<file path="config.mk">
export PLATFORM = sky130hd
export DESIGN_NAME = bqa_front
export DESIGN_NICKNAME = d
export VERILOG_FILES = /design/src/bqa_pkg.sv /design/src/bqa_front.sv
export SDC_FILE = /design/constraint.sdc
export NUM_CORES = 2
export LEC_CHECK = 0
export ABC_AREA = 1
export BUFFER_PORTS_ARGS = -buffer_cell sky130_fd_sc_hd__buf_4
export CAP_MARGIN = 20
export CORE_UTILIZATION = 60
export CTS_CLUSTER_DIAMETER = 120
export CTS_CLUSTER_SIZE = 14
export DETAILED_ROUTE_END_ITERATION = 7
export PLACE_DENSITY = 0.89
export SYNTH_ARGS = -nofsm -noshare
export SYNTH_HDL_FRONTEND = slang
export SYNTH_SLANG_ARGS = --single-unit
</file>
<file path="constraint.sdc">
create_clock -name clk -period 15.97 [get_ports clk]
set_input_delay 3.194 -clock clk [delete_from_list [all_inputs] [get_ports clk]]
set_output_delay 3.194 -clock clk [all_outputs]
set_load 0.03 [all_outputs]
</file>
<file path="src/bqa_pkg.sv">
`timescale 1ns / 1ps
// ----------------------------------------------------------------------------
// bqa_pkg
// Shared types and constants of the broadcast quantized int8 add unit.
// ----------------------------------------------------------------------------
package bqa_pkg;

  localparam int NUM_DIMS  = 4;
  localparam int DIM_BITS  = 16;
  localparam int IDX_BITS  = 32;
  localparam int DIV_STEPS = IDX_BITS;
  localparam int DIM_CELLS = DIV_STEPS + 1;
  localparam int CHAIN_LEN = NUM_DIMS * DIM_CELLS;

  localparam int Q_SHIFT = 15;
  localparam logic [14:0] ROUND_HALF = 15'h4000;
  localparam logic signed [21:0] SAT_HI = 22'sd127;
  localparam logic signed [21:0] SAT_LO = -22'sd128;

  typedef enum logic [2:0] {
    REG_SHAPE_A = 3'd0,
    REG_SHAPE_B = 3'd1,
    REG_ZP_A    = 3'd2,
    REG_ZP_B    = 3'd3,
    REG_ZP_OUT  = 3'd4,
    REG_SCALE_A = 3'd5,
    REG_SCALE_B = 3'd6,
    REG_RELU    = 3'd7
  } bqa_reg_t;

  typedef struct packed {
    logic [63:0]        shape_a;
    logic [63:0]        shape_b;
    logic signed [7:0]  zp_a;
    logic signed [7:0]  zp_b;
    logic signed [7:0]  zp_out;
    logic [23:0]        scale_a;
    logic [23:0]        scale_b;
    logic               relu;
  } bqa_cfg_t;

  // one item in flight through the chain
  typedef struct packed {
    logic                vld;
    logic                func;
    logic                err;
    logic [IDX_BITS-1:0] x;
    logic [DIM_BITS-1:0] r;
    logic [IDX_BITS-1:0] ia;
    logic [IDX_BITS-1:0] ib;
    logic [IDX_BITS-1:0] sa;
    logic [IDX_BITS-1:0] sb;
    logic signed [7:0]   sum;
  } bqa_item_t;

endpackage

</file>
<file path="src/bqa_front.sv">
`timescale 1ns / 1ps
// ----------------------------------------------------------------------------
// bqa_front
// Entry stages: shape check, Q15 scaling products, then rounding, relu and
// saturation of the quantized sum.
// ----------------------------------------------------------------------------
module bqa_front import bqa_pkg::*; (
  input  logic                clk,
  input  logic                rst_n,
  input  logic                en,
  input  logic                in_vld,
  input  logic                func,
  input  logic [IDX_BITS-1:0] flat_index,
  input  logic signed [7:0]   value_a,
  input  logic signed [7:0]   value_b,
  input  bqa_cfg_t            cfg,
  output bqa_item_t           item_out
);

  logic                 s1_vld_r;
  logic                 s1_func_r;
  logic                 s1_err_r;
  logic [IDX_BITS-1:0]  s1_x_r;
  logic signed [32:0]   s1_pa_r;
  logic signed [32:0]   s1_pb_r;
  logic signed [33:0]   s1_pc_r;

  logic                 err_nxt;
  logic signed [32:0]   pa_nxt;
  logic signed [32:0]   pb_nxt;
  logic signed [32:0]   pza;
  logic signed [32:0]   pzb;
  logic signed [33:0]   pc_nxt;

  logic signed [33:0]   ta;
  logic signed [33:0]   tb;
  logic signed [34:0]   tc;
  logic signed [21:0]   s;
  bqa_item_t            item_r;
  bqa_item_t            item_nxt;

  always_comb begin
    logic [DIM_BITS-1:0] da;
    logic [DIM_BITS-1:0] db;
    err_nxt = 1'b0;
    for (int k = 0; k < NUM_DIMS; k++) begin
      da = cfg.shape_a[16*k +: DIM_BITS];
      db = cfg.shape_b[16*k +: DIM_BITS];
      if (da == '0 || db == '0 ||
          !(da == db || da == DIM_BITS'(1) || db == DIM_BITS'(1))) begin
        err_nxt = 1'b1;
      end
    end
  end

  always_comb begin
    pa_nxt = value_a * $signed({1'b0, cfg.scale_a});
    pb_nxt = value_b * $signed({1'b0, cfg.scale_b});
    pza    = cfg.zp_a * $signed({1'b0, cfg.scale_a});
    pzb    = cfg.zp_b * $signed({1'b0, cfg.scale_b});
    pc_nxt = {pza[32], pza} + {pzb[32], pzb};
  end

  always_ff @(posedge clk) begin
    if (!rst_n) begin
      s1_vld_r <= 1'b0;
    end else if (en) begin
      s1_vld_r  <= in_vld;
      s1_func_r <= func;
      s1_err_r  <= err_nxt;
      s1_x_r    <= flat_index;
      s1_pa_r   <= pa_nxt;
      s1_pb_r   <= pb_nxt;
      s1_pc_r   <= pc_nxt;
    end
  end

  // floor shift by taking the upper bits of the two's complement value
  always_comb begin
    ta = {s1_pa_r[32], s1_pa_r} + $signed({19'd0, ROUND_HALF});
    tb = {s1_pb_r[32], s1_pb_r} + $signed({19'd0, ROUND_HALF});
    tc = {s1_pc_r[33], s1_pc_r} + $signed({20'd0, ROUND_HALF});
    s  = 22'($signed(ta[33:Q_SHIFT])) + 22'($signed(tb[33:Q_SHIFT]))
       - 22'($signed(tc[34:Q_SHIFT])) + 22'(cfg.zp_out);
    if (cfg.relu && s < 0) begin
      s = '0;
    end
    if (s > SAT_HI) begin
      s = SAT_HI;
    end
    if (s < SAT_LO) begin
      s = SAT_LO;
    end
    item_nxt      = '0;
    item_nxt.vld  = s1_vld_r;
    item_nxt.func = s1_func_r;
    item_nxt.err  = s1_err_r;
    item_nxt.x    = s1_x_r;
    item_nxt.sa   = IDX_BITS'(1);
    item_nxt.sb   = IDX_BITS'(1);
    item_nxt.sum  = s[7:0];
  end

  always_ff @(posedge clk) begin
    if (!rst_n) begin
      item_r.vld <= 1'b0;
    end else if (en) begin
      item_r <= item_nxt;
    end
  end

  assign item_out = item_r;

endmodule

</file>
==> flow_metrics.env <==
export IMPL_synth_cells=4569
export IMPL_rrSetupSlack_ns=10.63
export IMPL_ys_seq_area_share_pct=11.4
export IMPL_slew_violations=0
export IMPL_dieArea_mm2=0.0604
export IMPL_dieWidth_um=246
export IMPL_crit_arrival_ns=8.49
export IMPL_post_cts_resized=0
export IMPL_grt_pass1_wl_um=157000
export IMPL_cts_setup_buffers=0
export IMPL_final_common_cell="inv_1"
export IMPL_startpoint_type="primary input"
export IMPL_clk_latency_ns=0.43
export IMPL_rows=88
export IMPL_cts_clk_slew_worst_paths_ns=0.07
export IMPL_fin_setup_tns_ns=0
export IMPL_wl_per_cell_um=17.9
export IMPL_syn2layout_area_growth_pct=7.78
export IMPL_critical_path_class="in -> reg"
export IMPL_worst_pin_slew_ns=0.989
export IMPL_start_util_pct=61.3
export IMPL_fin_nets=5915
export IMPL_yosysTopAreaCell="fa_1"
export IMPL_cts_buffer_depth=2
export IMPL_relSlewSlack_pct=34.1
export IMPL_first_global_vias=30843
export IMPL_synth_top_cell_area_share_pct=35.1
export IMPL_yosysWarnings=0
export IMPL_drt_initial_drc_count=2622
export IMPL_regArea_mm2=0.00406
export IMPL_drive_above_1_share_pct=8.20
export IMPL_globalRouteOverflowTotal=0
export IMPL_hold_viol=0
export IMPL_synth_distinct_cells=58
export IMPL_clock_sinks=136
export IMPL_multi_input_area_mm2=0.0256
export IMPL_cts_max_level=4
export IMPL_fill_cells=4663
export IMPL_path_max_fanout=24
export IMPL_routed_wl_um=99400
export IMPL_die_h_um=246
export IMPL_synth_area_leaders="fa_1 (35%), inv_1 (14%), nand2_1 (12%)"
export IMPL_io_buffer_count=296
export IMPL_fmax_ghz=0.120
export IMPL_drt_pass1_iterations=6
export IMPL_cts_buffers_inserted=17
export IMPL_syn_mean_instance_area_um2=7.80
export IMPL_fin_crit_sh_pct=52.0
export IMPL_syn_cell_area_mm2=0.0356
export IMPL_ios=441
export IMPL_finalWeightedCongestion=1.03
export IMPL_grt_use_total_pct=33.7
export IMPL_finClkSkew_ns=0.0154
export IMPL_detailed_place_hpwl_um=83500
export IMPL_status="finished, final reports clean"
export IMPL_fin_hold_ws_ns=0.419
export IMPL_setup_viol=0
export IMPL_drc=0
export IMPL_hp_class="reg -> reg"
export IMPL_worst_setup_path_end_kind="register"
export IMPL_grt_antenna_before_repair=10
export IMPL_coreArea_mm2=0.0581
export IMPL_cts_root_buf="clkbuf_16"
export IMPL_synthArstFlopShare_pct=0
export IMPL_synth_edff_count=134
export IMPL_postRouteAntennaNets=0
export IMPL_yosys_register_bits=136
export IMPL_drv_cap=0
export IMPL_fin_crit_ns=8.30
export IMPL_ys_flop_type="edfxtp_1"
export IMPL_cts_tree="built"
export IMPL_vias_per_cell=5.32
export IMPL_grt_max_degree=78
export IMPL_ctsHoldBuffers=0
export IMPL_required_ns=16.16
export IMPL_via_count=29569
export IMPL_rsz0062_at_grt="no"
export IMPL_final_cell_mix="inv_1 (1318), nand2_1 (1115), fa_1 (625)"
-- kinds of logic after synthesis --
| group | after synthesis | share of synthesized area (%) |
|---|---|---|
| AO/OA/AOI/OAI | 257 | 4.14 |
| XOR/XNOR | 146 | 3.59 |
| adder cells (fa/ha/maj) | 894 | 44.6 |
| buffers and inverters | 1585 | 18.2 |
| flip-flops | 136 | 11.4 |
| other | 2 | 0.0211 |
| AND/OR/NAND/NOR | 1549 | 18.0 |
-- area by class of cell --
type	count	share of cell area, %
Antenna cell	8	0.0521
Clock buffer	17	1.11
Clock inverter	15	0.342
Inverter	1325	13.0
Multi-Input combinational cell	2990	66.7
Sequential cell	136	10.6
Tap cell	765	2.49
Timing Repair Buffer	297	5.80
-- path summary, 6_finish.rpt --
check	from	to	cells after the start
max	cfg[66]	s1_pc_r[30]	21
min	s1_x_r[3]	item_out[155]	0
min reg2reg	s1_x_r[3]	item_out[155]	0
max reg2reg	s1_pc_r[14]	item_out[1]	27
-- registers in the layout (all words and copies together) (netlist names) --
signal	flops
item_out	43
s1_err_r	1
s1_func_r	1
s1_pa_r	19
s1_pb_r	19
s1_pc_r	20
s1_vld_r	1
s1_x_r	32
-- routing by layer --
layer	wire length, µm	GRT usage (%)
met4	5850	18.5
met1	34900	40.1
met2	48700	57.7
met5	28	0
met3	9900	6.02
-- per-stage QoR --
step	setup WS [ns]	area, µm²	std cells	util, %
2_1_floorplan	7.63	36200	4711	-
5_1_grt	7.43	38400	5553	66.1
6_report	7.67	38400	5553	66.1
4_1_cts	7.75	38400	5545	66.0
3_5_place_dp	7.29	37800	5513	65.1
3_3_place_gp	7.39	37800	5513	65.1
-- cells in the mapped netlist, types with 8 or more instances --
library cell,count
inv_1,1319
nand2_1,1115
fa_1,625
ha_1,269
nor2_1,169
buf_4,144
edfxtp_1,134
a21oi_1,118
clkbuf_1,114
nand3_1,97
xor2_1,92
o21ai_0,59
xnor2_1,54
nand4_1,39
nor3_1,31
nor4_1,27
or2_2,18
nor2_2,12
o21bai_1,12
a31oi_1,10
a21o_1,9
o211ai_1,9
o21ai_1,9
nand3b_1,8
-- worst max-delay path, cell delays in order --
cell     delay, ns
buf_4         0.28
nand2_1       0.14
fa_1          0.55
inv_1         0.05
fa_1          0.54
inv_1         0.06
fa_1          0.48
fa_1          0.50
fa_1          0.50
inv_1         0.05
fa_1          0.44
ha_1          0.35
nand2_1       0.12
inv_1         0.10
nand3_1       0.07
o21ai_1       0.23
a21oi_1       0.13
o21ai_1       0.33
nand3_1       0.18
nand3_1       0.11
nand2_1       0.07
Power is not shown: default switching activity piles up to over one toggle a cycle in this logic, so the estimate is an artifact.
