[src/bqa_pkg.sv]
`timescale 1ns / 1ps
// ----------------------------------------------------------------------------
// bqa_pkg
// Shared types and constants of the broadcast quantized int8 add unit.
// ----------------------------------------------------------------------------
package bqa_pkg;

  localparam int NUM_DIMS  = 4;
  localparam int DIM_BITS  = 16;
  localparam int IDX_BITS  = 32;
  localparam int DIV_STEPS = IDX_BITS;
  localparam int DIM_CELLS = DIV_STEPS + 1;
  localparam int CHAIN_LEN = NUM_DIMS * DIM_CELLS;

  localparam int Q_SHIFT = 15;
  localparam logic [14:0] ROUND_HALF = 15'h4000;
  localparam logic signed [21:0] SAT_HI = 22'sd127;
  localparam logic signed [21:0] SAT_LO = -22'sd128;

  typedef enum logic [2:0] {
    REG_SHAPE_A = 3'd0,
    REG_SHAPE_B = 3'd1,
    REG_ZP_A    = 3'd2,
    REG_ZP_B    = 3'd3,
    REG_ZP_OUT  = 3'd4,
    REG_SCALE_A = 3'd5,
    REG_SCALE_B = 3'd6,
    REG_RELU    = 3'd7
  } bqa_reg_t;

  typedef struct packed {
    logic [63:0]        shape_a;
    logic [63:0]        shape_b;
    logic signed [7:0]  zp_a;
    logic signed [7:0]  zp_b;
    logic signed [7:0]  zp_out;
    logic [23:0]        scale_a;
    logic [23:0]        scale_b;
    logic               relu;
  } bqa_cfg_t;

  // one item in flight through the chain
  typedef struct packed {
    logic                vld;
    logic                func;
    logic                err;
    logic [IDX_BITS-1:0] x;
    logic [DIM_BITS-1:0] r;
    logic [IDX_BITS-1:0] ia;
    logic [IDX_BITS-1:0] ib;
    logic [IDX_BITS-1:0] sa;
    logic [IDX_BITS-1:0] sb;
    logic signed [7:0]   sum;
  } bqa_item_t;

endpackage

[src/bqa_acc_cell.sv]
`timescale 1ns / 1ps
// ----------------------------------------------------------------------------
// bqa_acc_cell
// Closes one dimension: adds digit times stride to each operand index whose
// dimension is not 1, and advances the strides.
// ----------------------------------------------------------------------------
module bqa_acc_cell import bqa_pkg::*; (
  input  logic                clk,
  input  logic                rst_n,
  input  logic                en,
  input  logic [DIM_BITS-1:0] dim_a,
  input  logic [DIM_BITS-1:0] dim_b,
  input  bqa_item_t           item_in,
  output bqa_item_t           item_out
);

  bqa_item_t             item_r;
  bqa_item_t             item_nxt;
  logic [IDX_BITS-1:0]   digit;
  logic [IDX_BITS-1:0]   da_w;
  logic [IDX_BITS-1:0]   db_w;

  always_comb begin
    digit    = IDX_BITS'(item_in.r);
    da_w     = IDX_BITS'(dim_a);
    db_w     = IDX_BITS'(dim_b);
    item_nxt = item_in;
    if (dim_a != DIM_BITS'(1)) begin
      item_nxt.ia = item_in.ia + IDX_BITS'(digit * item_in.sa);
    end
    if (dim_b != DIM_BITS'(1)) begin
      item_nxt.ib = item_in.ib + IDX_BITS'(digit * item_in.sb);
    end
    item_nxt.sa = IDX_BITS'(item_in.sa * da_w);
    item_nxt.sb = IDX_BITS'(item_in.sb * db_w);
    // remainder restarts for the next dimension, quotient carries on
    item_nxt.r  = '0;
  end

  always_ff @(posedge clk) begin
    if (!rst_n) begin
      item_r.vld <= 1'b0;
    end else if (en) begin
      item_r <= item_nxt;
    end
  end

  assign item_out = item_r;

endmodule

[config.mk]
export PLATFORM = sky130hd
export DESIGN_NAME = bqa_acc_cell
export DESIGN_NICKNAME = d
export VERILOG_FILES = /design/src/bqa_pkg.sv /design/src/bqa_acc_cell.sv
export SDC_FILE = /design/constraint.sdc
export NUM_CORES = 2
export LEC_CHECK = 0
export ABC_AREA = 1
export BUFFER_PORTS_ARGS = -buffer_cell sky130_fd_sc_hd__buf_2
export CAP_MARGIN = 20
export CORE_ASPECT_RATIO = 1.75
export CORE_MARGIN = 2
export CORE_UTILIZATION = 45
export CTS_BUF_LIST = sky130_fd_sc_hd__clkbuf_4 sky130_fd_sc_hd__clkbuf_8 sky130_fd_sc_hd__clkbuf_16
export DETAILED_ROUTE_END_ITERATION = 8
export PLACE_DENSITY_LB_ADDON = 0.3
export SLEW_MARGIN = 15
export SYNTH_ARGS = -nofsm -noshare
export SYNTH_HDL_FRONTEND = slang
export SYNTH_SLANG_ARGS = --single-unit
export TNS_END_PERCENT = 100
[constraint.sdc]
create_clock -name clk -period 10.4 [get_ports clk]
set_input_delay 2.08 -clock clk [delete_from_list [all_inputs] [get_ports clk]]
set_output_delay 2.08 -clock clk [all_outputs]
set_load 0.1 [all_outputs]
==> impl_summary.log <==
[metrics] post-layout minimum cycle time: around 8 ns
[metrics] number of buffer cells added on primary ports: around 390
[metrics] number of global-route vias before repair: between 50000 and 60000
[metrics] Primary FF master, synth: sky130_fd_sc_hd__edfxtp_1
[metrics] number of enable-type register cells in the synthesized netlist: 170
[metrics] synthesis-to-layout area growth: 6.03%
[metrics] fraction of registers with async set/reset: 0%
[metrics] die span in y: approximately 470 microns
[metrics] DIE AREA: about 130000 sq um
[metrics] starting density of the core: 45.3%
[metrics] final estimated routing congestion in global placement: ~0.92
[metrics] sum of routed wire length over all layers: 172000 microns
[metrics] maximum fanout encountered on the critical timing path: 33
[metrics] arrival time of data at the critical path endpoint: roughly 8 ns
[metrics] sequential element share of the synthesized area: under 10%
[metrics] count of antenna-violating nets left after detailed routing: 0
[metrics] Finish-stage setup viols: 0
[metrics] drt first-iter violations: 2558
[metrics] drt first pass iters: 5
[metrics] source-to-sink clock delay at the later pin of the worst-skew pair: 0.55 ns
[metrics] CTS max path bufs: 2
[metrics] All-Layer GR Usage: between 20 and 30%
[metrics] number of warnings issued by yosys: 0
[metrics] net total in the final layout: about 9100
[metrics] H-tree Lvls: 4
[metrics] result of the run: finished clean
[metrics] DR vias: about 46000
[metrics] number of buffers inserted during clock tree synthesis: 17
[metrics] Crit Path Class: primary input to flip-flop
[metrics] number of rows in the core area: 172
[metrics] total of cells resized after clock tree synthesis: 0
[metrics] setup repair after global routing missed its margin: no
[metrics] slew of the pin with the lowest slew margin: 1.09 ns
[metrics] Std-Cell Core Area: 125000 sq um
[metrics] worst-case clock skew: 0 ns
[metrics] number of distinct standard cells referenced by the synthesized netlist: 55
[metrics] I/O pin cnt: about 400
[metrics] HPWL after detailed placement: around 140000 microns
[metrics] initial antenna violation count: 23
[metrics] Final Hold Viols: 0
[metrics] max-cap viol count: 0
[metrics] Sink Count: ~170
[metrics] clock root buffer: sky130_fd_sc_hd__clkbuf_16
[metrics] die extent in x: around 270 microns
[metrics] Fin Setup TNS: 0 ns
[metrics] Worst Setup Start Kind: primary input
[metrics] hold buffer count at CTS: 0
[metrics] Congestion Overflow GR: 0
[metrics] final count of pins violating max slew: 0
[metrics] via-per-instance ratio: ~5.1
[metrics] Mapped Cells: 7275
[metrics] synthesized cell area: about 57000 sq um
[metrics] class of the tightest hold or removal check: flip-flop to flip-flop
[metrics] CTS clock-pin slew for the worst setup and hold paths: 0.09 ns
[metrics] number of storage elements in the synthesis netlist: 171
[metrics] largest net degree at the start of global routing: 62
[metrics] first-pass GRT wire length: 270000 microns
[metrics] mean post-synth cell area: just under 8 sq um
[metrics] DRC violations left: 0
[metrics] peak clock frequency supported by timing: 0.126 GHz
[metrics] layout filler cell count: about 12000
[metrics] Slew HR: a little over a quarter
[metrics] max reg flops: around 170
[metrics] critical path data required time: between 10 and 15 ns
[metrics] setup bufs post-CTS: 0
[metrics] proportion of layout cells with a drive suffix above 1: a little under 7%
[metrics] Setup crit end kind: flip-flop
[metrics] CTS tree: yes
[metrics] share of the clock period used by the worst path after layout: 76.4%
[metrics] per-cell routed wire length: between 15 and 20 microns
==> cells in the final DEF (no fill, tap or decap), types with 15 or more instances in the layout <==
master	count
sky130_fd_sc_hd__nand4_1	32
sky130_fd_sc_hd__nand3b_1	15
sky130_fd_sc_hd__fa_1	1276
sky130_fd_sc_hd__xnor2_1	42
sky130_fd_sc_hd__a21oi_1	110
sky130_fd_sc_hd__xor2_1	69
sky130_fd_sc_hd__inv_1	2326
sky130_fd_sc_hd__a21o_1	26
sky130_fd_sc_hd__nor2_1	100
sky130_fd_sc_hd__ha_1	266
sky130_fd_sc_hd__clkbuf_16	17
sky130_fd_sc_hd__nand3_1	147
sky130_fd_sc_hd__o21bai_1	17
sky130_fd_sc_hd__conb_1	16
sky130_fd_sc_hd__nor3_1	20
sky130_fd_sc_hd__edfxtp_1	170
sky130_fd_sc_hd__buf_4	28
sky130_fd_sc_hd__or2_2	15
sky130_fd_sc_hd__o21ai_0	91
sky130_fd_sc_hd__buf_2	392
sky130_fd_sc_hd__nor4_1	15
sky130_fd_sc_hd__o21ai_1	25
sky130_fd_sc_hd__nand2_1	2074
==> per-layer routing <==
layer  vias up  track usage (%)  share of wire [%]
li1      20505                -                  -
met1     23316             27.8                 33
met2      1678             52.9                 55
met3       573             3.87                5.7
met4        26             17.5                6.9
met5         -                0               0.10
==> critical path: stages <==
cell	delay [ns]
sky130_fd_sc_hd__buf_2	0.62
sky130_fd_sc_hd__buf_4	0.36
sky130_fd_sc_hd__nand2_1	0.11
sky130_fd_sc_hd__fa_1	0.59
sky130_fd_sc_hd__inv_1	0.07
sky130_fd_sc_hd__fa_1	0.53
sky130_fd_sc_hd__inv_1	0.05
sky130_fd_sc_hd__fa_1	0.51
sky130_fd_sc_hd__inv_1	0.06
sky130_fd_sc_hd__fa_1	0.53
sky130_fd_sc_hd__fa_1	0.50
sky130_fd_sc_hd__inv_1	0.05
sky130_fd_sc_hd__fa_1	0.47
sky130_fd_sc_hd__inv_1	0.04
sky130_fd_sc_hd__ha_1	0.38
sky130_fd_sc_hd__a21oi_1	0.27
sky130_fd_sc_hd__o21ai_0	0.22
sky130_fd_sc_hd__a221oi_1	0.37
sky130_fd_sc_hd__nand4_1	0.14
sky130_fd_sc_hd__nand3_1	0.11
sky130_fd_sc_hd__o21ai_0	0.12
==> metrics by stage <==
stage               instances  setup WS, ns  instance area (sq um)  utilization [%]  hold WS [ns]
finish                   9053          2.45                  60300             48.0         0.548
floorplan                7290          2.78                  56900                -         0.986
global placement         9014          1.94                  59700             47.5         0.516
global route             9050          2.13                  60200             48.0         0.599
CTS                      9046          2.56                  60200             48.0         0.557
detailed placement       9014          1.95                  59700             47.5         0.539
==> cells by family (layout without fill, tap and decap cells) <==
kind of cell / after synthesis / count (layout) / share of synthesized area, %
flops: 171 / 171 / 9.02
buf+inv: 2679 / 2782 / 18.0
compound gates: 316 / 316 / 3.29
fa+ha+maj: 1542 / 1542 / 50.8
simple gates: 2454 / 2454 / 17.2
other cells: 1 / 23 / 0.00660
xor+xnor: 112 / 112 / 1.74
==> Yosys cell counts (3+ instances only) <==
| cell | instances | area (sq um) |
|---|---|---|
| sky130_fd_sc_hd__inv_1 | 2327 | 8730 |
| sky130_fd_sc_hd__nand2_1 | 2074 | 7780 |
| sky130_fd_sc_hd__fa_1 | 1276 | 25500 |
| sky130_fd_sc_hd__ha_1 | 266 | 3330 |
| sky130_fd_sc_hd__clkbuf_1 | 232 | 871 |
| sky130_fd_sc_hd__edfxtp_1 | 170 | 5100 |
| sky130_fd_sc_hd__nand3_1 | 147 | 736 |
| sky130_fd_sc_hd__a21oi_1 | 110 | 551 |
| sky130_fd_sc_hd__nor2_1 | 100 | 375 |
| sky130_fd_sc_hd__o21ai_0 | 91 | 455 |
| sky130_fd_sc_hd__xor2_1 | 69 | 604 |
| sky130_fd_sc_hd__buf_1 | 53 | 199 |
| sky130_fd_sc_hd__xnor2_1 | 42 | 368 |
| sky130_fd_sc_hd__buf_2 | 35 | 175 |
| sky130_fd_sc_hd__nand4_1 | 32 | 200 |
| sky130_fd_sc_hd__buf_4 | 27 | 203 |
| sky130_fd_sc_hd__a21o_1 | 26 | 195 |
| sky130_fd_sc_hd__o21ai_1 | 25 | 125 |
| sky130_fd_sc_hd__nor3_1 | 20 | 100 |
| sky130_fd_sc_hd__o21bai_1 | 17 | 128 |
| sky130_fd_sc_hd__nand3b_1 | 15 | 113 |
| sky130_fd_sc_hd__nor4_1 | 15 | 93.8 |
| sky130_fd_sc_hd__or2_2 | 15 | 93.8 |
| sky130_fd_sc_hd__or2_0 | 8 | 50.1 |
| sky130_fd_sc_hd__or2_1 | 8 | 50.1 |
| sky130_fd_sc_hd__nand2_2 | 7 | 43.8 |
| sky130_fd_sc_hd__a221oi_1 | 6 | 52.6 |
| sky130_fd_sc_hd__o21a_1 | 6 | 45.0 |
| sky130_fd_sc_hd__a31oi_1 | 5 | 31.3 |
| sky130_fd_sc_hd__a21oi_2 | 4 | 35.0 |
| sky130_fd_sc_hd__nand3_2 | 4 | 40.0 |
| sky130_fd_sc_hd__o211ai_1 | 4 | 30.0 |
| sky130_fd_sc_hd__o21ai_2 | 4 | 35.0 |
| sky130_fd_sc_hd__nor3_2 | 3 | 30.0 |
==> path summary, 6_finish.rpt <==
| path | start | end | slack [ns] | cells past startpoint |
|---|---|---|---|---|
| setup / recovery | item_in[137] | item_out[101] | 2.45 | 21 |
| setup reg to reg | item_out[186] | item_out[186] | 9.78 | 2 |
| hold / removal | item_out[186] | item_out[186] | 0.55 | 2 |
| hold reg to reg | item_out[186] | item_out[186] | 0.55 | 2 |
==> cell type report <==
type	count	area [sq um]	area share (%)
tap	1653	2070	3.43
antenna	7	17.5	0.0291
multi-input combinational	4440	41500	68.9
inverter	2330	8750	14.5
sequential	171	5120	8.51
clock buffer	17	425	0.706
clock inverter	15	151	0.251
timing repair buffer	420	2170	3.61
Power is left out: the tool's default activity adds up to more than one toggle a clock period on the data nets, which glitch-free logic cannot reach.
