==> src/bqa_pkg.sv <==
`timescale 1ns / 1ps
// ----------------------------------------------------------------------------
// bqa_pkg
// Shared types and constants of the broadcast quantized int8 add unit.
// ----------------------------------------------------------------------------
package bqa_pkg;

  localparam int NUM_DIMS  = 4;
  localparam int DIM_BITS  = 16;
  localparam int IDX_BITS  = 32;
  localparam int DIV_STEPS = IDX_BITS;
  localparam int DIM_CELLS = DIV_STEPS + 1;
  localparam int CHAIN_LEN = NUM_DIMS * DIM_CELLS;

  localparam int Q_SHIFT = 15;
  localparam logic [14:0] ROUND_HALF = 15'h4000;
  localparam logic signed [21:0] SAT_HI = 22'sd127;
  localparam logic signed [21:0] SAT_LO = -22'sd128;

  typedef enum logic [2:0] {
    REG_SHAPE_A = 3'd0,
    REG_SHAPE_B = 3'd1,
    REG_ZP_A    = 3'd2,
    REG_ZP_B    = 3'd3,
    REG_ZP_OUT  = 3'd4,
    REG_SCALE_A = 3'd5,
    REG_SCALE_B = 3'd6,
    REG_RELU    = 3'd7
  } bqa_reg_t;

  typedef struct packed {
    logic [63:0]        shape_a;
    logic [63:0]        shape_b;
    logic signed [7:0]  zp_a;
    logic signed [7:0]  zp_b;
    logic signed [7:0]  zp_out;
    logic [23:0]        scale_a;
    logic [23:0]        scale_b;
    logic               relu;
  } bqa_cfg_t;

  // one item in flight through the chain
  typedef struct packed {
    logic                vld;
    logic                func;
    logic                err;
    logic [IDX_BITS-1:0] x;
    logic [DIM_BITS-1:0] r;
    logic [IDX_BITS-1:0] ia;
    logic [IDX_BITS-1:0] ib;
    logic [IDX_BITS-1:0] sa;
    logic [IDX_BITS-1:0] sb;
    logic signed [7:0]   sum;
  } bqa_item_t;

endpackage

==> src/bqa_div_cell.sv <==
`timescale 1ns / 1ps
// ----------------------------------------------------------------------------
// bqa_div_cell
// One restoring division step: shifts in one dividend bit, emits one
// quotient bit.
// ----------------------------------------------------------------------------
module bqa_div_cell import bqa_pkg::*; (
  input  logic                clk,
  input  logic                rst_n,
  input  logic                en,
  input  logic [DIM_BITS-1:0] divisor,
  input  bqa_item_t           item_in,
  output bqa_item_t           item_out
);

  bqa_item_t           item_r;
  bqa_item_t           item_nxt;
  logic [DIM_BITS:0]   trial;
  logic [DIM_BITS:0]   diff;
  logic                ge;

  always_comb begin
    trial    = {item_in.r, item_in.x[IDX_BITS-1]};
    ge       = (trial >= {1'b0, divisor});
    diff     = trial - {1'b0, divisor};
    item_nxt = item_in;
    item_nxt.r = ge ? diff[DIM_BITS-1:0] : trial[DIM_BITS-1:0];
    item_nxt.x = {item_in.x[IDX_BITS-2:0], ge};
  end

  always_ff @(posedge clk) begin
    if (!rst_n) begin
      item_r.vld <= 1'b0;
    end else if (en) begin
      item_r <= item_nxt;
    end
  end

  assign item_out = item_r;

endmodule

==> config.mk <==
export PLATFORM = sky130hd
export DESIGN_NAME = bqa_div_cell
export DESIGN_NICKNAME = d
export VERILOG_FILES = /design/src/bqa_pkg.sv /design/src/bqa_div_cell.sv
export SDC_FILE = /design/constraint.sdc
export NUM_CORES = 1
export LEC_CHECK = 0
export ABC_AREA = 1
export BUFFER_PORTS_ARGS = -buffer_cell sky130_fd_sc_hd__buf_2
export CAP_MARGIN = 20
export CORE_AREA = 5 5 148 150
export CTS_CLUSTER_SIZE = 24
export DETAILED_ROUTE_END_ITERATION = 10
export DIE_AREA = 0 0 153 155
export PLACE_DENSITY = 0.65
export SKIP_CTS_REPAIR_TIMING = 1
export SYNTH_ARGS = -nofsm -noshare
export SYNTH_HDL_FRONTEND = slang
export SYNTH_SLANG_ARGS = --single-unit
export TNS_END_PERCENT = 10
==> constraint.sdc <==
create_clock -name clk -period 5.9 [get_ports clk]
set_input_delay 0.885 -clock clk [delete_from_list [all_inputs] [get_ports clk]]
set_output_delay 0.885 -clock clk [all_outputs]
set_load 0.01 [all_outputs]
==> flow_summary.toml, run 1 <==
[placement]
dp.cells = 1122
io_buffer_count = 392
dp_hpwl_um = 17430
place_congestion = 0.8938

[clock_tree]
h-tree-depth = 4
clock-sinks = 187
cts_made_buffers = 17
clk_latency_ps = 410
cts_tree = "built"
clk_pin_slew_worst_paths_ps = 70
max-clock-path-buffers = 2
clk_root_buffer_cell = "clkbuf_16"

[flow_run]
cap_viol_max_count = 0

[final_layout]
syn_to_final_growth_pct = 41.65
largest_reg_flops = 187
antenna_cells = 0
nNetsFinal = 1089
fill_cells = 1870
drive_gt1_share_pct = 50.17
stdcell_count = 1154

[floorplan]
die_x_um = 153
dieArea_um2 = 23720
top_level_ports = 393
core.rowCount = 53
initial_core_util_pct = 33.99
die_y_um = 155
core_area_um2 = 20560

[timing]
fmax_mhz = 399.3
max_slew.worst_pin.slew_ps = 1069
hold_viol = 0
slew_violations = 0
fin_crit_sh_pct = 42.45
fin_setup_tns_ps = 0
rsz0062_at_grt = "no"
fin_crit_ps = 2505
relSlewSlack_pct = 28.73
clock-skew-final_ps = 0
finalSetupViolations = 0

[run_status]
status = "finished clean"

[global_route]
grt_pass1_vias = 4921
overflow = 0
grt_first_pass_wirelength_um = 30660
grt_usage_pct = 17.40
antenna_found_initial = 2
grt_max_degree = 152

[pwr]
power_mw = 3.134
ir_drop_mv = 0.2020
p_per_area_nw_per_um2 = 316.7
power_leakage_nw = 4.520

[synth]
ys_seq_area_share_pct = 80.23
syn-cell-area_um2 = 6987
netlist_instances = 457
synth-main-ff-cell = "edfxtp_1"
synth.avg_cell_area_um2 = 15.29
ys_warn_count = 0
synthTopCellsByArea = "edfxtp_1 (80%), nand2_1 (5.5%), inv_1 (3.3%)"
async_flop_share_pct = 0
ys_seq_elements = 187
synth_area_leader_cell = "edfxtp_1"
synth-edff-count = 186
yosysUniqueCellTypes = 28
synth_nets = 680
synth.top_cell.area_share_pct = 79.94

[route]
drc = 0
wl_per_cell_um = 19.04
num_vias = 5048
drtIter0Drc = 335
drt-total-wl_um = 21970
ant_nets = 0
viasPerCell = 4.374
first_pass_iters = 5

[setup_path]
worst_setup_path_end_kind = "register"
cp_max_fo = 151
startpoint_type = "input pin"
worstPathArrival_ps = 2560
required_ps = 5960
worstSetupPathType = "in2reg"

[hold_path]
min_path_type = "reg2reg"
-- final cells by class --
class / count / area, um2 / area share (%)
flip-flops and latches: 187 / 5605 / 56.64
repair buffers: 393 / 1969 / 19.90
multi-input cells: 205 / 1121 / 11.33
clock buffers: 17 / 425.4 / 4.298
well taps: 275 / 344.1 / 3.477
inverters: 62 / 240.2 / 2.427
clock inverters: 15 / 191.4 / 1.934
-- critical path, stage by stage --
cell	delay [ps]
buf_2	100
nand2_1	120
inv_8	650
buf_4	600
-- cell usage after synthesis, types with 2 or more instances --
library cell,n
ha_1,16
nand3b_1,3
nor3_1,2
nor2_2,3
nand3_1,29
nand2_1,102
nand4_1,4
xor2_1,5
edfxtp_1,186
a21oi_1,11
nand3_2,5
nor2_1,11
o21ai_0,3
nand2_2,2
inv_1,62
-- layout by cell type (no fill, tap or decap), drive strengths merged --
master,netlist,final
ha,16,16
buf,3,393
clkbuf,0,17
and2,1,1
nand3b,3,3
or2,2,2
nor2,15,15
fa,1,1
nand3,34,34
edfxtp,186,186
clkinv,0,6
nand2,106,106
xnor2,1,1
a21oi,11,11
inv,62,69
nand4,4,4
o21ai,4,4
xor2,5,5
dfxtp,1,1
nor3,2,2
clkinvlp,0,2
-- path summary, 6_finish.rpt --
path	from	to	depth (start not counted)	slack, ps
setup / recovery	en	item_out[116]$_DFFE_PP_	4	3400
hold / removal	item_out[186]$_SDFFE_PN0P_	item_out[186]$_SDFFE_PN0P_	2	580
setup reg to reg	item_out[186]$_SDFFE_PN0P_	item_out[186]$_SDFFE_PN0P_	2	5240
hold reg to reg	item_out[186]$_SDFFE_PN0P_	item_out[186]$_SDFFE_PN0P_	2	580
-- kinds of logic (layout without fill, tap and decap cells) --
logic type | count (synthesis) | in the layout | synth area share, %
compound gates | 15 | 15 | 1.128
xor+xnor | 6 | 6 | 0.7521
fa+ha+maj | 17 | 17 | 3.152
buf+inv | 65 | 487 | 3.725
flops | 187 | 187 | 80.23
simple gates | 167 | 167 | 11.01
-- through the flow --
step	hold slack, ps	setup WS [ps]	cell area (um2)	utilization, %
6_report	580.0	3395	9897	48.14
5_1_grt	599.7	3348	9897	48.14
4_1_cts	581.3	3451	9897	48.14
3_5_place_dp	561.9	2993	9280	45.14
3_3_place_gp	528.3	3016	9280	45.14
2_1_floorplan	555.3	869.0	6987	-
-- power by group --
group	internal [mW]	switching [mW]
clock	0.582	0.580
combinational	0.153	0.229
sequential	1.57	0.0222
total	2.30	0.831
-- per-layer routing --
layer  vias up  wire length, um  global-route usage (%)
met1      2374             8337                   20.75
li1       2421                -                       -
met2       230            11590                   31.02
met4         2              403                   4.625
met3        21             1629                   5.035
met5         -               12                       0
(Power assumes the default switching activity.)
==> run 2, diff against run 1 <==
- clock period: 5.9 -> 2.6 ns (I/O delays scaled with it)
==> flow_summary.toml, run 2 (same netlist as run 1, synthesis figures left out) <==
[floorplan]
top_level_ports = 393
die_y_um = 155
core_area_um2 = 20560
initial_core_util_pct = 33.99
die_x_um = 153
dieArea_um2 = 23720
core.rowCount = 53

[timing]
rsz0062_at_grt = "no"
max_slew.worst_pin.slew_ps = 312.5
relSlewSlack_pct = 79.17
fin_crit_ps = 1835
fmax_mhz = 544.8
whs_ps = 136.2
setup_slack_ps = 764.5
finalSetupViolations = 0
slew_violations = 0
fin_setup_tns_ps = 0
hold_viol = 0
fin_crit_sh_pct = 70.60
clock-skew-final_ps = 0

[route]
drtIter0Drc = 321
ant_nets = 0
first_pass_iters = 4
drt-total-wl_um = 22010
viasPerCell = 4.386
num_vias = 5097
drc = 0
wl_per_cell_um = 18.94

[placement]
dp_hpwl_um = 17740
place_area_um2 = 9368
io_buffer_count = 392
place_congestion = 0.8625
pre_cts_ws_ps = 339.4

[final_layout]
nNetsFinal = 1094
drive_gt1_share_pct = 50.57
syn_to_final_growth_pct = 42.98
largest_reg_flops = 187
finalInstanceArea_um2 = 9990
fill_cells = 1836
final_common_cell = "buf_2"
final_cell_mix = "buf_2 (392), edfxtp_1 (186), nand2_1 (101)"

[global_route]
grt_pass1_vias = 5022
overflow = 0
grt_first_pass_wirelength_um = 31040
grt_max_degree = 59
grt_usage_pct = 17.57
antenna_found_initial = 2

[setup_path]
worst_setup_path_end_kind = "register"
slowest_stage = "fa_1"
worstPathArrival_ps = 2010
required_ps = 2780
reg2reg_slack_ps = 1960
slowest_delay_ps = 410
path_buf_inv = 2
worstSetupPathType = "in2reg"
startpoint_type = "input pin"
crit_family = "simple AND/OR/NAND/NOR gates"
cp_max_fo = 3
crit_top_cell = "nand3_1"
path_cells = "buf_2 > ha_1 > fa_1 > inv_1 > nand3_1 > nand3_1 > a21oi_1 > or2_2 > nand3_1 > nand2_1"

[clock_tree]
cts_tree = "built"
max-clock-path-buffers = 2
cts_made_buffers = 17
clk_latency_ps = 420
clock-sinks = 187
clk_pin_slew_worst_paths_ps = 80
clk_root_buffer_cell = "clkbuf_16"
h-tree-depth = 4

[run_status]
status = "finished clean"

[flow_run]
cap_viol_max_count = 0

[hold_path]
min_path_type = "in2reg"

[pwr]
power_leakage_nw = 4.557
p_per_area_nw_per_um2 = 716.6
ir_drop_mv = 0.4090
[run 2: cell types whose count changed in the layout (fill, tap and decap cells not counted), moves of 2 or more]
cell | previous run | this run
diode_2 | 0 | 3
inv_8 | 5 | 3
buf_4 | 1 | 3
buf_12 | 0 | 3
clkinv_8 | 6 | 4
inv_6 | 2 | 5
[run 2: final timing paths]
check                          endpoint  cells past startpoint                       start
max             item_out[144]$_DFFE_PP_                     10                  divisor[0]
min              item_out[73]$_DFFE_PP_                      1                 item_in[73]
max reg2reg  item_out[186]$_SDFFE_PN0P_                      2  item_out[186]$_SDFFE_PN0P_
min reg2reg  item_out[186]$_SDFFE_PN0P_                      2  item_out[186]$_SDFFE_PN0P_
[run 2: layout make-up]
cell class	instances	area (um2)	share of cell area, %
inverter	62	236.5	2.367
timing repair buffer	398	2044	20.47
sequential	187	5605	56.11
clock inverter	15	188.9	1.891
antenna	3	7.507	0.07515
multi-input combinational	205	1137	11.39
clock buffer	17	425.4	4.259
tap	275	344.1	3.444
[run 2: where the power goes]
part	total, mW	switching, mW	leakage, nW	internal (mW)
registers	3.61	0.0483	1.75	3.56
logic	0.895	0.535	2.51	0.360
clock network	2.66	1.26	0.296	1.39
total	7.16	1.85	4.56	5.31
[run 2: layer usage]
| metal | wire [um] | global-route usage [%] | vias to the layer above |
|---|---|---|---|
| li1 | - | - | 2430 |
| met1 | 8294 | 20.37 | 2444 |
| met2 | 12040 | 32.60 | 203 |
| met3 | 1468 | 5.007 | 16 |
| met4 | 178 | 3.564 | 4 |
| met5 | 27 | 0 | - |
[run 2: per-stage QoR]
stage          instances  util, %  power (mW)
2_1_floorplan        457        -       4.101
3_3_place_gp        1127    45.57       4.565
3_5_place_dp        1127    45.57       4.582
4_1_cts             1159    48.56       7.265
5_1_grt             1159    48.56       7.463
6_report            1162    48.59       7.159
==> run 3, diff against run 2 <==
- clock period: 2.6 -> 1.74 ns (I/O delays scaled with it)
==> flow_summary.toml, run 3 (same netlist as run 1, synthesis figures left out) <==
[run_status]
status = "finished clean"

[timing]
setup_slack_ps = 155.2
hold_viol = 0
rsz0062_at_grt = "no"
relSlewSlack_pct = 78.27
fin_setup_tns_ps = 0
slew_violations = 0
fin_crit_ps = 1585
fin_crit_sh_pct = 91.08
clock-skew-final_ps = 0
max_slew.worst_pin.slew_ps = 326.0
fmax_mhz = 631.0
finalSetupViolations = 0

[placement]
io_buffer_count = 392
place_congestion = 0.9126
dp_hpwl_um = 18140
place_area_um2 = 9761
dp.cells = 1176
pre_cts_ws_ps = -301.0

[floorplan]
core.rowCount = 53
initial_core_util_pct = 33.99
dieArea_um2 = 23720
core_area_um2 = 20560
die_y_um = 155
die_x_um = 153
top_level_ports = 393

[pwr]
ir_drop_mv = 0.6415
p_per_area_nw_per_um2 = 945.5
comb_power_share_pct = 15.8
switchingPower_mw = 2.987
power_leakage_nw = 5.385
p_sw_share_pct = 26.81
p_int_mw = 8.152
pwr-share-clk_pct = 35.7
sequentialPowerShare_pct = 48.5

[clock_tree]
clk_root_buffer_cell = "clkbuf_16"
clk_latency_ps = 420
max-clock-path-buffers = 2
cts_tree = "built"
clock-sinks = 187
clk_pin_slew_worst_paths_ps = 80
cts_made_buffers = 17
h-tree-depth = 4

[setup_path]
cp_max_fo = 2
worstPathArrival_ps = 1770
startpoint_type = "input pin"
required_ps = 1920
rr_worst_depth = 2
worstSetupPathType = "in2reg"
worst_setup_path_end_kind = "register"

[final_layout]
nNetsFinal = 1284
antenna_cells = 0
largest_reg_flops = 187
stdcell_count = 1349
final_cell_mix = "buf_2 (392), edfxtp_1 (186), dlygate4sd3_1 (141)"
final_common_cell = "buf_2"
syn_to_final_growth_pct = 68.62
finalInstanceArea_um2 = 11780
drive_gt1_share_pct = 46.18
fill_cells = 1699

[global_route]
grt_pass1_vias = 5178
grt_first_pass_wirelength_um = 32420
grt_usage_pct = 18.36
antenna_found_initial = 1
grt_max_degree = 55
overflow = 0

[route]
viasPerCell = 4.355
drc = 0
num_vias = 5875
drt-total-wl_um = 25050
wl_per_cell_um = 18.57
drtIter0Drc = 369
ant_nets = 0
first_pass_iters = 4

[flow_run]
cap_viol_max_count = 0

[hold_path]
whs_path_depth = 1
min_path_type = "in2reg"
==> run 3: power groups by stage <==
stage | sequential [mW] | clock (mW) | combinational [mW]
after CTS | 5.39 | 4.08 | 1.50
after global routing | 5.43 | 4.28 | 1.91
final | 5.40 | 3.98 | 1.76
after detailed placement | 5.49 | 0 | 1.50
after global placement | 5.49 | 0 | 1.47
after floorplan | 5.69 | 0 | 0.436
==> run 3: metrics by stage <==
step                utilization, %  power (mW)  hold WS [ps]
floorplan                        -       6.128         354.5
global placement             47.48       6.958         436.8
detailed placement           47.48       6.991         439.1
CTS                          50.44       10.98        -23.30
global route                 57.31       11.62        -4.570
finish                       57.31       11.14         16.35
==> run 3: layout make-up <==
type	instances	area [um2]	share of cell area [%]
clock buffers	17	425.4	3.611
clock inverters	15	183.9	1.561
inverters	62	236.5	2.007
multi-input cells	205	1137	9.654
flip-flops and latches	187	5605	47.58
well taps	275	344.1	2.921
repair buffers	588	3849	32.67
==> run 3: path summary, 6_finish.rpt <==
check                              from  slack (ps)                          to
max reg2reg  item_out[186]$_SDFFE_PN0P_        1120  item_out[186]$_SDFFE_PN0P_
max                        item_in[183]         160     item_out[144]$_DFFE_PP_
min reg2reg  item_out[186]$_SDFFE_PN0P_         540  item_out[186]$_SDFFE_PN0P_
min                        item_in[121]          20     item_out[121]$_DFFE_PP_
==> run 3: worst max-delay path, stage by stage <==
cell	delay (ps)
buf_2	70
inv_1	40
ha_1	200
fa_1	430
inv_1	100
nand3_1	70
nand3_1	100
a21oi_1	80
or2_2	270
nand3_1	80
nand2_1	50
==> run 3: layer usage <==
layer	share of wire (%)	global-route usage, %
met1	37	21.26
met2	54	33.95
met3	6.7	5.202
met4	2.2	4.031
met5	0.080	0
